[src/rtl/avi_pkg.sv]
// Shared types and constants for the accelerometer velocity integrator.
`timescale 1ns / 1ps

package avi_pkg;

  localparam int VEL_WIDTH = 48;

  // shared multiplier operand and product widths
  localparam int MUL_W  = 25;
  localparam int PROD_W = 2 * MUL_W;

  // magnitude squaring: velocity split into CHUNK-bit pieces
  localparam int CHUNK     = 24;
  localparam int NCH       = (VEL_WIDTH + CHUNK - 1) / CHUNK;
  localparam int NCH_IDX_W = (NCH > 1) ? $clog2(NCH) : 1;
  localparam int SQ_W      = 2 * CHUNK * NCH;

  // speed unit
  localparam int SPD_CNT_W = $clog2(VEL_WIDTH + 1);
  localparam int SPD_Q_W   = VEL_WIDTH - 6;
  localparam int DIV_CONST = 625;
  // floor(n / 625) = (n * SPD_RECIP) >> SPD_SH, exact for n below 2^SPD_Q_W
  localparam int SPD_SH    = SPD_Q_W + 10;
  localparam logic [SPD_Q_W:0] SPD_RECIP =
    (SPD_Q_W+1)'(((128'd1 << SPD_SH) + 128'(DIV_CONST - 1)) / 128'(DIV_CONST));

  localparam int FILT_W   = 24;
  localparam int STILL_W  = 17;
  localparam int ONE_G    = 65536;

  localparam int IN_TDATA_W  = 40;
  localparam int OUT_TDATA_W = ((3 * VEL_WIDTH + 32 + 7) / 8) * 8;

  localparam int CFG_IDX_W  = 3;
  localparam int CFG_DATA_W = 18;

  localparam logic [CFG_IDX_W-1:0] REG_SMOOTHING_WEIGHT = 3'd0;
  localparam logic [CFG_IDX_W-1:0] REG_DEADZONE_LEVEL   = 3'd1;
  localparam logic [CFG_IDX_W-1:0] REG_STILLNESS_LEVEL  = 3'd2;
  localparam logic [CFG_IDX_W-1:0] REG_STILL_TIME_MS    = 3'd3;
  localparam logic [CFG_IDX_W-1:0] REG_MAX_ELAPSED_MS   = 3'd4;

  typedef enum logic [4:0] {
    ST_IDLE, ST_FA, ST_FB, ST_FC,
    ST_SQ0, ST_SQ1, ST_SQ2, ST_SQ3,
    ST_VX, ST_VY, ST_VZ,
    ST_MI, ST_MA, ST_SPD_GO, ST_SPD_WAIT, ST_DONE
  } state_t;

  typedef enum logic [2:0] {
    SP_IDLE, SP_ROOT, SP_PREP, SP_DIV, SP_FIN
  } spd_state_t;

endpackage

[src/rtl/avi_mul.sv]
// Shared signed multiplier with registered product.
`timescale 1ns / 1ps

module avi_mul (
  input  logic                               clk,
  input  logic signed [avi_pkg::MUL_W-1:0]   a,
  input  logic signed [avi_pkg::MUL_W-1:0]   b,
  output logic signed [avi_pkg::PROD_W-1:0]  prod
);

  always_ff @(posedge clk) begin
    prod <= a * b;
  end

endmodule

[config.mk]
export PLATFORM = sky130hd
export DESIGN_NAME = avi_mul
export DESIGN_NICKNAME = d
export VERILOG_FILES = /design/src/rtl/avi_pkg.sv /design/src/rtl/avi_mul.sv
export SDC_FILE = /design/constraint.sdc
export NUM_CORES = 2
export LEC_CHECK = 0
export ABC_CLOCK_PERIOD_IN_PS = 7200
export BUFFER_PORTS_ARGS = -buffer_cell sky130_fd_sc_hd__clkbuf_2
export CORE_MARGIN = 2
export CORE_UTILIZATION = 60
export CTS_CLUSTER_DIAMETER = 30
export DETAILED_ROUTE_END_ITERATION = 10
export PLACE_DENSITY = 0.88
export RECOVER_POWER = 100
export SLEW_MARGIN = 20
export SYNTH_ARGS = -nofsm -noshare
export SYNTH_HDL_FRONTEND = slang
export SYNTH_SLANG_ARGS = --single-unit
[constraint.sdc]
create_clock -name clk -period 7.2 [get_ports clk]
set_input_delay 1.08 -clock clk [delete_from_list [all_inputs] [get_ports clk]]
set_output_delay 1.08 -clock clk [all_outputs]
set_load 0.05 [all_outputs]
==> flow_summary.yaml <==
status:
  status: "complete, but fails checks"
  violations: "setup timing"
worst_hold_path:
  holdPathStages: 2
  hp-class: "input port to flop"
  holdPathEnd: "prod[0]"
  hp-start: "b[0]"
synthesis:
  ys_seq_elements: 50
  avgSynthCellArea_um2: 9.38
  synth_cell_type_count: 48
  ys_seq_area_share_pct: 4.17
  synth_edf_count: 0
  syn-cell-area_um2: 24000
  netlist_instances: 2562
  syn_nets: 3412
  synth_ff_type: "dfxtp_1"
  ys_async_sr_fraction_pct: 0
  synth_warnings: 0
grt:
  grt_use_total_pct: 35.1
  grt_antenna_before_repair: 4
  grt_first_pass_wirelength_um: 110000
  grt_pass1_vias: 22200
  gr-total-overflow: 0
  grt_max_degree: 26
timing:
  slew_headroom_pct: 49.3
  fmax_mhz: 135
  setup_ws_ps: -224
  fin_crit_sh_pct: 103
  final-setup-viol-count: 17
  drv_slew: 0
  period_minus_slack_ps: 7420
  rsz0062_at_grt: "true"
  hold_violations: 0
  fin_tns_setup_ps: -2630
  tightest_slew_ps: 763
final_layout:
  most-common-layout-cells: "inv_1 (677), fa_1 (631), nand2_1 (306), and2_1 (304), buf_4 (263)"
  synthToLayoutAreaGrowth_pct: 17.3
  nets: 3709
  final_common_cell: "inv_1"
  top_register: "prod"
  largest_register_ff_count: 50
  regArea_um2: 1000
  multiInputGateArea_um2: 20500
  fillers: 2463
  reg_top3: "prod x50"
  drive_gt1_share_pct: 16.4
place:
  place_hpwl_um: 58700
  portBuffers: 100
  gp_congestion: 0.962
setup_path:
  cp-end-kind: "flop"
  startpoint_type: "input port"
  arrival_ps: 7680
  critPathKind: "input port to flop"
  critPathRequiredTime_ps: 7450
  path_max_fanout: 10
floorplan:
  dieArea_um2: 41700
  initial_core_util_pct: 60.6
  core_um2: 39600
  fp.dieW_um: 204
  die_h_um: 204
  rows: 73
  ios: 101
flow_run:
  cap_violations: 0
clock_network:
  cts_buffers: 5
  path_clk_slew_ps: 80
  cts-root-buf: "clkbuf_16"
  cts_buffer_depth: 2
  cts_tree: "built"
  clkSinkCount: 50
  h-tree-depth: 2
  hold_buffers: 0
routing:
  dr.pass1.iters: 6
  drt_iter0_markers: 1863
  ant_nets: 0
  drt_wl_total_um: 75800
  routed_via_density: 5.82
  wl_per_cell_um: 22.4
  drc_errors: 0
  vias: 19700
cell usage after synthesis (all sizes together) (5+ instances only):
cell type / number / area, um^2
inv: 699 / 2620
fa: 658 / 13200
and2: 320 / 2000
nand2: 308 / 1160
ha: 141 / 1760
clkbuf: 104 / 390
dfxtp: 50 / 1000
a21oi: 44 / 224
xnor2: 39 / 342
nor2: 30 / 113
o21ai: 26 / 130
a21o: 22 / 165
nor2b: 21 / 131
xor2: 19 / 166
nand2b: 11 / 68.8
nand4: 8 / 50.1
o21bai: 7 / 52.6
nand3: 6 / 30.0
nor3: 6 / 30.0
o21a: 5 / 37.5
o41ai: 5 / 58.8
final cells by class:
| cell class | count | area share (%) |
|---|---|---|
| diodes | 5 | 0.0444 |
| clock inverters | 3 | 0.102 |
| repair buffers | 394 | 11.4 |
| well taps | 525 | 2.33 |
| clock buffers | 5 | 0.444 |
| multi-input cells | 1709 | 72.8 |
| flip-flops and latches | 50 | 3.55 |
| inverters | 699 | 9.32 |
how the worst max path moves through the flow:
stage                     startpoint       end  slack (ps)  cells after the start
after floorplan                a[24]  prod[47]         -70                     23
after global placement          b[5]  prod[47]        -450                     24
after detailed placement        b[5]  prod[47]        -650                     24
after CTS                      b[14]  prod[37]           4                     23
after global routing           b[14]  prod[45]        -400                     25
final                           a[9]  prod[42]        -220                     28
stage by stage:
stage	cell area [um^2]	hold slack, ps	instances	utilization [%]	setup slack, ps
after floorplan	24100	1210	2562	-	-71.6
after CTS	27400	1370	3362	69.1	4.25
after global routing	28200	1420	3386	71.1	-398
after detailed placement	27000	1580	3351	68.2	-650
after global placement	27000	1580	3351	68.2	-448
final	28200	1410	3390	71.1	-224
per-layer routing:
layer,vias to the layer above,part of all wire [%],GRT usage [%]
li1,7868,-,-
met1,9859,30,36.3
met2,1385,49,60.3
met3,616,9.3,7.40
met4,0,11,30.8
met5,-,0,0
critical path: stages:
cell	delay, ps
buf_6	160
buf_4	160
buf_4	120
nand2_1	90
fa_1	530
inv_1	80
fa_1	510
inv_1	80
fa_1	550
inv_1	80
ha_1	240
fa_2	570
fa_1	600
inv_1	130
fa_1	440
inv_1	100
ha_1	270
buf_4	190
o21ai_0	320
a21oi_2	140
nor2_2	210
a21oi_2	120
a21oi_4	280
o21bai_2	150
nand4_1	110
o21ai_1	70
xor2_1	150
buf_4	130
cell families after synthesis:
family / Yosys count / share of synthesized area (%)
mux: 1 / 0.0469
simple gates: 714 / 15.0
flops: 50 / 4.17
buf+inv: 803 / 12.5
compound gates: 137 / 3.94
xor+xnor: 58 / 2.11
fa+ha+maj: 799 / 62.2
timing repair:
action,in CTS,in global routing
endpoints found under the setup margin,18,24
buffers inserted,3,22
resized for setup,47,219
cloned,0,2
pin swaps,6,90
Power is not shown: default switching activity piles up to over one toggle a cycle in this logic, so the estimate is an artifact.
