### src/rtl/avi_pkg.sv
// Shared types and constants for the accelerometer velocity integrator.
`timescale 1ns / 1ps

package avi_pkg;

  localparam int VEL_WIDTH = 48;

  // shared multiplier operand and product widths
  localparam int MUL_W  = 25;
  localparam int PROD_W = 2 * MUL_W;

  // magnitude squaring: velocity split into CHUNK-bit pieces
  localparam int CHUNK     = 24;
  localparam int NCH       = (VEL_WIDTH + CHUNK - 1) / CHUNK;
  localparam int NCH_IDX_W = (NCH > 1) ? $clog2(NCH) : 1;
  localparam int SQ_W      = 2 * CHUNK * NCH;

  // speed unit
  localparam int SPD_CNT_W = $clog2(VEL_WIDTH + 1);
  localparam int SPD_Q_W   = VEL_WIDTH - 6;
  localparam int DIV_CONST = 625;
  // floor(n / 625) = (n * SPD_RECIP) >> SPD_SH, exact for n below 2^SPD_Q_W
  localparam int SPD_SH    = SPD_Q_W + 10;
  localparam logic [SPD_Q_W:0] SPD_RECIP =
    (SPD_Q_W+1)'(((128'd1 << SPD_SH) + 128'(DIV_CONST - 1)) / 128'(DIV_CONST));

  localparam int FILT_W   = 24;
  localparam int STILL_W  = 17;
  localparam int ONE_G    = 65536;

  localparam int IN_TDATA_W  = 40;
  localparam int OUT_TDATA_W = ((3 * VEL_WIDTH + 32 + 7) / 8) * 8;

  localparam int CFG_IDX_W  = 3;
  localparam int CFG_DATA_W = 18;

  localparam logic [CFG_IDX_W-1:0] REG_SMOOTHING_WEIGHT = 3'd0;
  localparam logic [CFG_IDX_W-1:0] REG_DEADZONE_LEVEL   = 3'd1;
  localparam logic [CFG_IDX_W-1:0] REG_STILLNESS_LEVEL  = 3'd2;
  localparam logic [CFG_IDX_W-1:0] REG_STILL_TIME_MS    = 3'd3;
  localparam logic [CFG_IDX_W-1:0] REG_MAX_ELAPSED_MS   = 3'd4;

  typedef enum logic [4:0] {
    ST_IDLE, ST_FA, ST_FB, ST_FC,
    ST_SQ0, ST_SQ1, ST_SQ2, ST_SQ3,
    ST_VX, ST_VY, ST_VZ,
    ST_MI, ST_MA, ST_SPD_GO, ST_SPD_WAIT, ST_DONE
  } state_t;

  typedef enum logic [2:0] {
    SP_IDLE, SP_ROOT, SP_PREP, SP_DIV, SP_FIN
  } spd_state_t;

endpackage

### src/rtl/avi_speed.sv
// Speed unit: bit-serial square root, then reciprocal multiply, km/h out.
`timescale 1ns / 1ps

module avi_speed (
  input  logic                              clk,
  input  logic                              rst,
  input  logic                              start,
  input  logic [2*avi_pkg::VEL_WIDTH-1:0]   msq,
  output logic                              done,
  output logic [31:0]                       speed
);

  localparam int VW    = avi_pkg::VEL_WIDTH;
  localparam int REM_W = VW + 4;
  localparam int QW    = avi_pkg::SPD_Q_W;
  // reciprocal product done as four partial products
  localparam int HN    = (QW + 1) / 2;
  localparam int HM    = (QW + 2) / 2;
  localparam int AW    = 2 * (HN + HM);

  avi_pkg::spd_state_t state, state_next;

  logic [2*VW-1:0]                m_sh;
  logic [REM_W-1:0]               rem;
  logic [VW-1:0]                  root;
  logic [avi_pkg::SPD_CNT_W-1:0]  cnt;
  logic [QW-1:0]                  num;
  logic [AW-1:0]                  acc;

  logic [REM_W-1:0] rem_sh, trial;
  logic [VW+3:0]    nine_r;
  logic [2*HN-1:0]  n_pad;
  logic [2*HM-1:0]  m_pad;
  logic [HN-1:0]    n_part;
  logic [HM-1:0]    m_part;
  logic [HN+HM-1:0] pp;
  logic [AW-1:0]    pp_sh;
  logic [63:0]      q64;

  always_comb begin
    rem_sh  = {rem[REM_W-3:0], m_sh[2*VW-1 -: 2]};
    trial   = REM_W'({root, 2'b01});
    nine_r  = (VW+4)'({root, 3'b000}) + (VW+4)'(root);
    n_pad   = (2*HN)'(num);
    m_pad   = (2*HM)'(avi_pkg::SPD_RECIP);
    n_part  = cnt[1] ? n_pad[2*HN-1 -: HN] : n_pad[HN-1:0];
    m_part  = cnt[0] ? m_pad[2*HM-1 -: HM] : m_pad[HM-1:0];
    pp      = (HN+HM)'(n_part) * (HN+HM)'(m_part);
    pp_sh   = AW'(pp) << ((cnt[1] ? HN : 0) + (cnt[0] ? HM : 0));
    q64     = 64'(acc >> avi_pkg::SPD_SH);
  end

  always_comb begin
    state_next = state;
    unique case (state)
      avi_pkg::SP_IDLE: if (start) state_next = avi_pkg::SP_ROOT;
      avi_pkg::SP_ROOT: if (cnt == avi_pkg::SPD_CNT_W'(VW - 1)) state_next = avi_pkg::SP_PREP;
      avi_pkg::SP_PREP: state_next = avi_pkg::SP_DIV;
      avi_pkg::SP_DIV:  if (cnt == avi_pkg::SPD_CNT_W'(3)) state_next = avi_pkg::SP_FIN;
      avi_pkg::SP_FIN:  state_next = avi_pkg::SP_IDLE;
      default:          state_next = avi_pkg::SP_IDLE;
    endcase
  end

  always_comb begin
    done = (state == avi_pkg::SP_FIN);
  end

  always_ff @(posedge clk) begin
    if (rst) begin
      state <= avi_pkg::SP_IDLE;
      speed <= '0;
    end else begin
      state <= state_next;
      case (state)
        avi_pkg::SP_IDLE: begin
          m_sh <= msq;
          rem  <= '0;
          root <= '0;
          cnt  <= '0;
        end
        avi_pkg::SP_ROOT: begin
          if (rem_sh >= trial) begin
            rem  <= rem_sh - trial;
            root <= {root[VW-2:0], 1'b1};
          end else begin
            rem  <= rem_sh;
            root <= {root[VW-2:0], 1'b0};
          end
          m_sh <= {m_sh[2*VW-3:0], 2'b00};
          cnt  <= cnt + 1'b1;
        end
        avi_pkg::SP_PREP: begin
          // floor(9r / 640000) = floor(floor(9r / 1024) / 625)
          num <= nine_r[VW+3:10];
          acc <= '0;
          cnt <= '0;
        end
        avi_pkg::SP_DIV: begin
          acc <= acc + pp_sh;
          cnt <= cnt + 1'b1;
        end
        avi_pkg::SP_FIN: begin
          speed <= (q64 > 64'h0000_0000_FFFF_FFFF) ? 32'hFFFF_FFFF : q64[31:0];
        end
        default: ;
      endcase
    end
  end

endmodule

### config.mk
export PLATFORM = sky130hd
export DESIGN_NAME = avi_speed
export DESIGN_NICKNAME = d
export VERILOG_FILES = /design/src/rtl/avi_pkg.sv /design/src/rtl/avi_speed.sv
export SDC_FILE = /design/constraint.sdc
export NUM_CORES = 2
export LEC_CHECK = 0
export ABC_AREA = 1
export BUFFER_PORTS_ARGS = -buffer_cell sky130_fd_sc_hd__clkbuf_2
export CORE_MARGIN = 8
export CORE_UTILIZATION = 50
export CTS_BUF_LIST = sky130_fd_sc_hd__clkbuf_4 sky130_fd_sc_hd__clkbuf_8
export CTS_CLUSTER_SIZE = 30
export DETAILED_ROUTE_END_ITERATION = 8
export HOLD_SLACK_MARGIN = 0.15
export MAX_ROUTING_LAYER = met4
export PLACE_DENSITY = 0.66
export REMOVE_ABC_BUFFERS = 1
export SLEW_MARGIN = 0
export SYNTH_ARGS = -nofsm -noshare
export SYNTH_HDL_FRONTEND = slang
export SYNTH_SLANG_ARGS = --single-unit
### constraint.sdc
create_clock -name clk -period 34.2 [get_ports clk]
set_input_delay 3.42 -clock clk [delete_from_list [all_inputs] [get_ports clk]]
set_output_delay 3.42 -clock clk [all_outputs]
set_load 0.02 [all_outputs]
==> results by group <==
Global routing
  • First-pass GRT wire length: 217000 um
  • Grt met3 use: 4.90%
  • Vias in the first global route: approximately 37k
  • M2 GR Usage: 47.6%
  • GRT Max-Usage Layer: met2
  • Initial antenna violation count: 5
  • Overflow after GRT: 0
  • Overall Global Routing Usage: 31.7%
  • Largest net degree at the start of global routing: 195
  • Met1 Use GR: 44.6%

CTS
  • H-Tree Depth: 3
  • Clk slew on worst S/H paths: 0.07 ns
  • Post-CTS resize count: 0
  • # Post-CTS Setup Buffers: 0
  • CTS hold repair buffers: 0
  • Clk_lat worst skew: 0.73 ns
  • CTS tree: done
  • CTS Sinks: around 360
  • CTS buffer count: 68
  • Root Driver: clkbuf_8
  • Clk buf depth: 3

Critical path
  • Setup crit end kind: register
  • Critical Path RT: roughly 35 ns
  • Worst setup path start: cnt[1]
  • Max stage delay cell, worst path: nor3_1
  • WP data arrival: 12.56 ns
  • CP max FO: 47
  • Critical setup path kind: register to register
  • R2r startpoint: cnt[1]
  • Cell family with most CP delay: simple AND/OR/NAND/NOR gates
  • Setup crit start kind: register
  • Max incr delay on CP: 0.61 ns
  • Most used cell, CP: nand2_1
  • CP bufs+invs: 8

Timing
  • Hold Violations, Final: 0
  • Fin crit period: 12.03 ns
  • Max-Slew Margin vs Limit: under 10%
  • FMAX: 83.1 MHz
  • Worst-margin pin slew: 1.42 ns
  • Total negative slack: 0 ns
  • Final setup viols: 0
  • Fin. max-slew vios: 0
  • RSZ-0062 raised after global routing: false
  • Clk_skew: 0.0651 ns
  • Final period utilization: 35.2%

Drt
  • # DRC: 0
  • Wire per inst: ~20 um
  • Detailed Route Iter0 Violations: 3752
  • Via Count: 38.3k
  • DR pass1 iterations: 6
  • Antenna Violating Nets Remaining: 0
  • Drt via density: 5.48
  • Final wirelength: 142000 um

Job
  • Max-cap viol count: 0

Outcome
  • Run status: complete, no violations

Cells and area
  • NumNets Final: around 6.6k
  • Ratio of cells with drive above 1 in the final layout: 5.66%
  • Area grow syn2layout: 7.87%
  • Commonest non-fill, non-tap cell in the layout: nand2_1
  • Most frequent cells in the layout: 1358 x nand2_1, 988 x inv_1, 685 x nor2_1
  • Fin area: 44400 sq um
  • Fill count: 8164

Synthesis
  • #FFs+latches synth: 363
  • Synth cell types: 56
  • Number of synthesized flops with an enable pin: 328
  • Cell count after synthesis: 5754
  • Top-area cell type share of the netlist area: 23.9%
  • Area contributors post-synth: edfxtp_1 24%, ha_1 13%, nand2_1 12%
  • Top cell type by total area after synthesis: edfxtp_1
  • Synth warnings: 0
  • FFs w/ async S/R, synth: 0%
  • Prevailing post-synth register cell: edfxtp_1
  • Seq/Total Area, Yosys: 25.6%
  • Mapped cell area: a little over 40000 sq um
  • Synth Area per Inst: 7.15 sq um

Floorplan
  • Chip height: 303 um
  • Total core area: roughly 82000 sq um
  • Core Rows: 105
  • DIE WIDTH: just over 300 um
  • Initial Utilization: 50.3%
  • Die ar.: 91700 sq um
  • Top-Level Pins: 132

Placement
  • Count of input and output buffers: roughly 130
  • Placed cell area: 42900 sq um
  • RD Place Congestion: 1.09
  • Detailed placer's ending HPWL: around 120000 um

Worst hold path
  • HP Start: speed[31]
  • Tightest Hold Check Type: register to register
## worst min-delay path: cells and delay by family, from the launching register on
family	cells	cell delay [ns]
flip-flops	1	0.31
AND/OR/NAND/NOR	1	0.06
AO/OA/AOI/OAI	1	0.05
## cell usage after synthesis (35+ instances only)
cell / count
o21ai_0: 335
dfxtp_1: 35
a21o_1: 41
xor2_1: 60
fa_1: 227
nor2_1: 687
a21oi_1: 423
xnor2_1: 38
inv_1: 991
edfxtp_1: 328
clkbuf_1: 107
ha_1: 414
nand3_1: 365
nand2_1: 1358
nor3_1: 35
nand4_1: 36
## worst paths after layout
| kind | depth (start not counted) | slack, ns | to |
|---|---|---|---|
| worst max register to register | 44 | 22.17 | acc[83] |
| worst min register to register | 2 | 0.46 | speed[31] |
| worst max-delay path | 44 | 22.17 | acc[83] |
| worst min-delay path | 2 | 0.46 | speed[31] |
## final cells by class
class / instances / area (sq um) / area share (%)
clock inverter: 36 / 397 / 0.894
sequential: 363 / 10600 / 23.8
antenna: 4 / 10.0 / 0.0226
inverter: 995 / 3740 / 8.42
timing repair buffer: 161 / 893 / 2.01
multi-input combinational: 4271 / 26400 / 59.4
clock buffer: 88 / 1090 / 2.45
tap: 1070 / 1340 / 3.02
## kinds of logic (layout without fill, tap and decap cells)
| kind of cell | count (synthesis) | after routing | share of synthesized area [%] |
|---|---|---|---|
| buffers and inverters | 1138 | 1280 | 10.5 |
| AND/OR/NAND/NOR | 2553 | 2553 | 25.2 |
| XOR/XNOR | 98 | 98 | 2.09 |
| adder cells (fa/ha/maj) | 641 | 641 | 23.6 |
| other | 2 | 24 | 0.0183 |
| AO/OA/AOI/OAI | 959 | 959 | 12.9 |
| flip-flops | 363 | 363 | 25.6 |
## sequential cells by signal, indices dropped and copies added, names as in the netlist
name	cells
acc	86
cnt	6
m_sh	96
n_pad	42
rem	50
root	48
speed	32
state	3
## stage by stage
stage | setup WS, ns | hold WS, ns | instances | utilization (%)
after floorplan | 16.74 | 0.494 | 5629 | -
after global placement | 22.60 | 0.448 | 6860 | 52.5
after detailed placement | 22.64 | 0.451 | 6860 | 52.5
after CTS | 22.55 | 0.461 | 6984 | 54.3
after global routing | 21.69 | 0.474 | 6988 | 54.3
final | 22.17 | 0.461 | 6988 | 54.3
## layer usage
layer  wire, um  vias to the layer above
li1           -                    18800
met1      66100                    17900
met2      61400                     1355
met5          0                        -
met3      11100                      193
met4       3650                        0
Power is left out: the tool's default activity adds up to more than one toggle a clock period on the data nets, which glitch-free logic cannot reach.
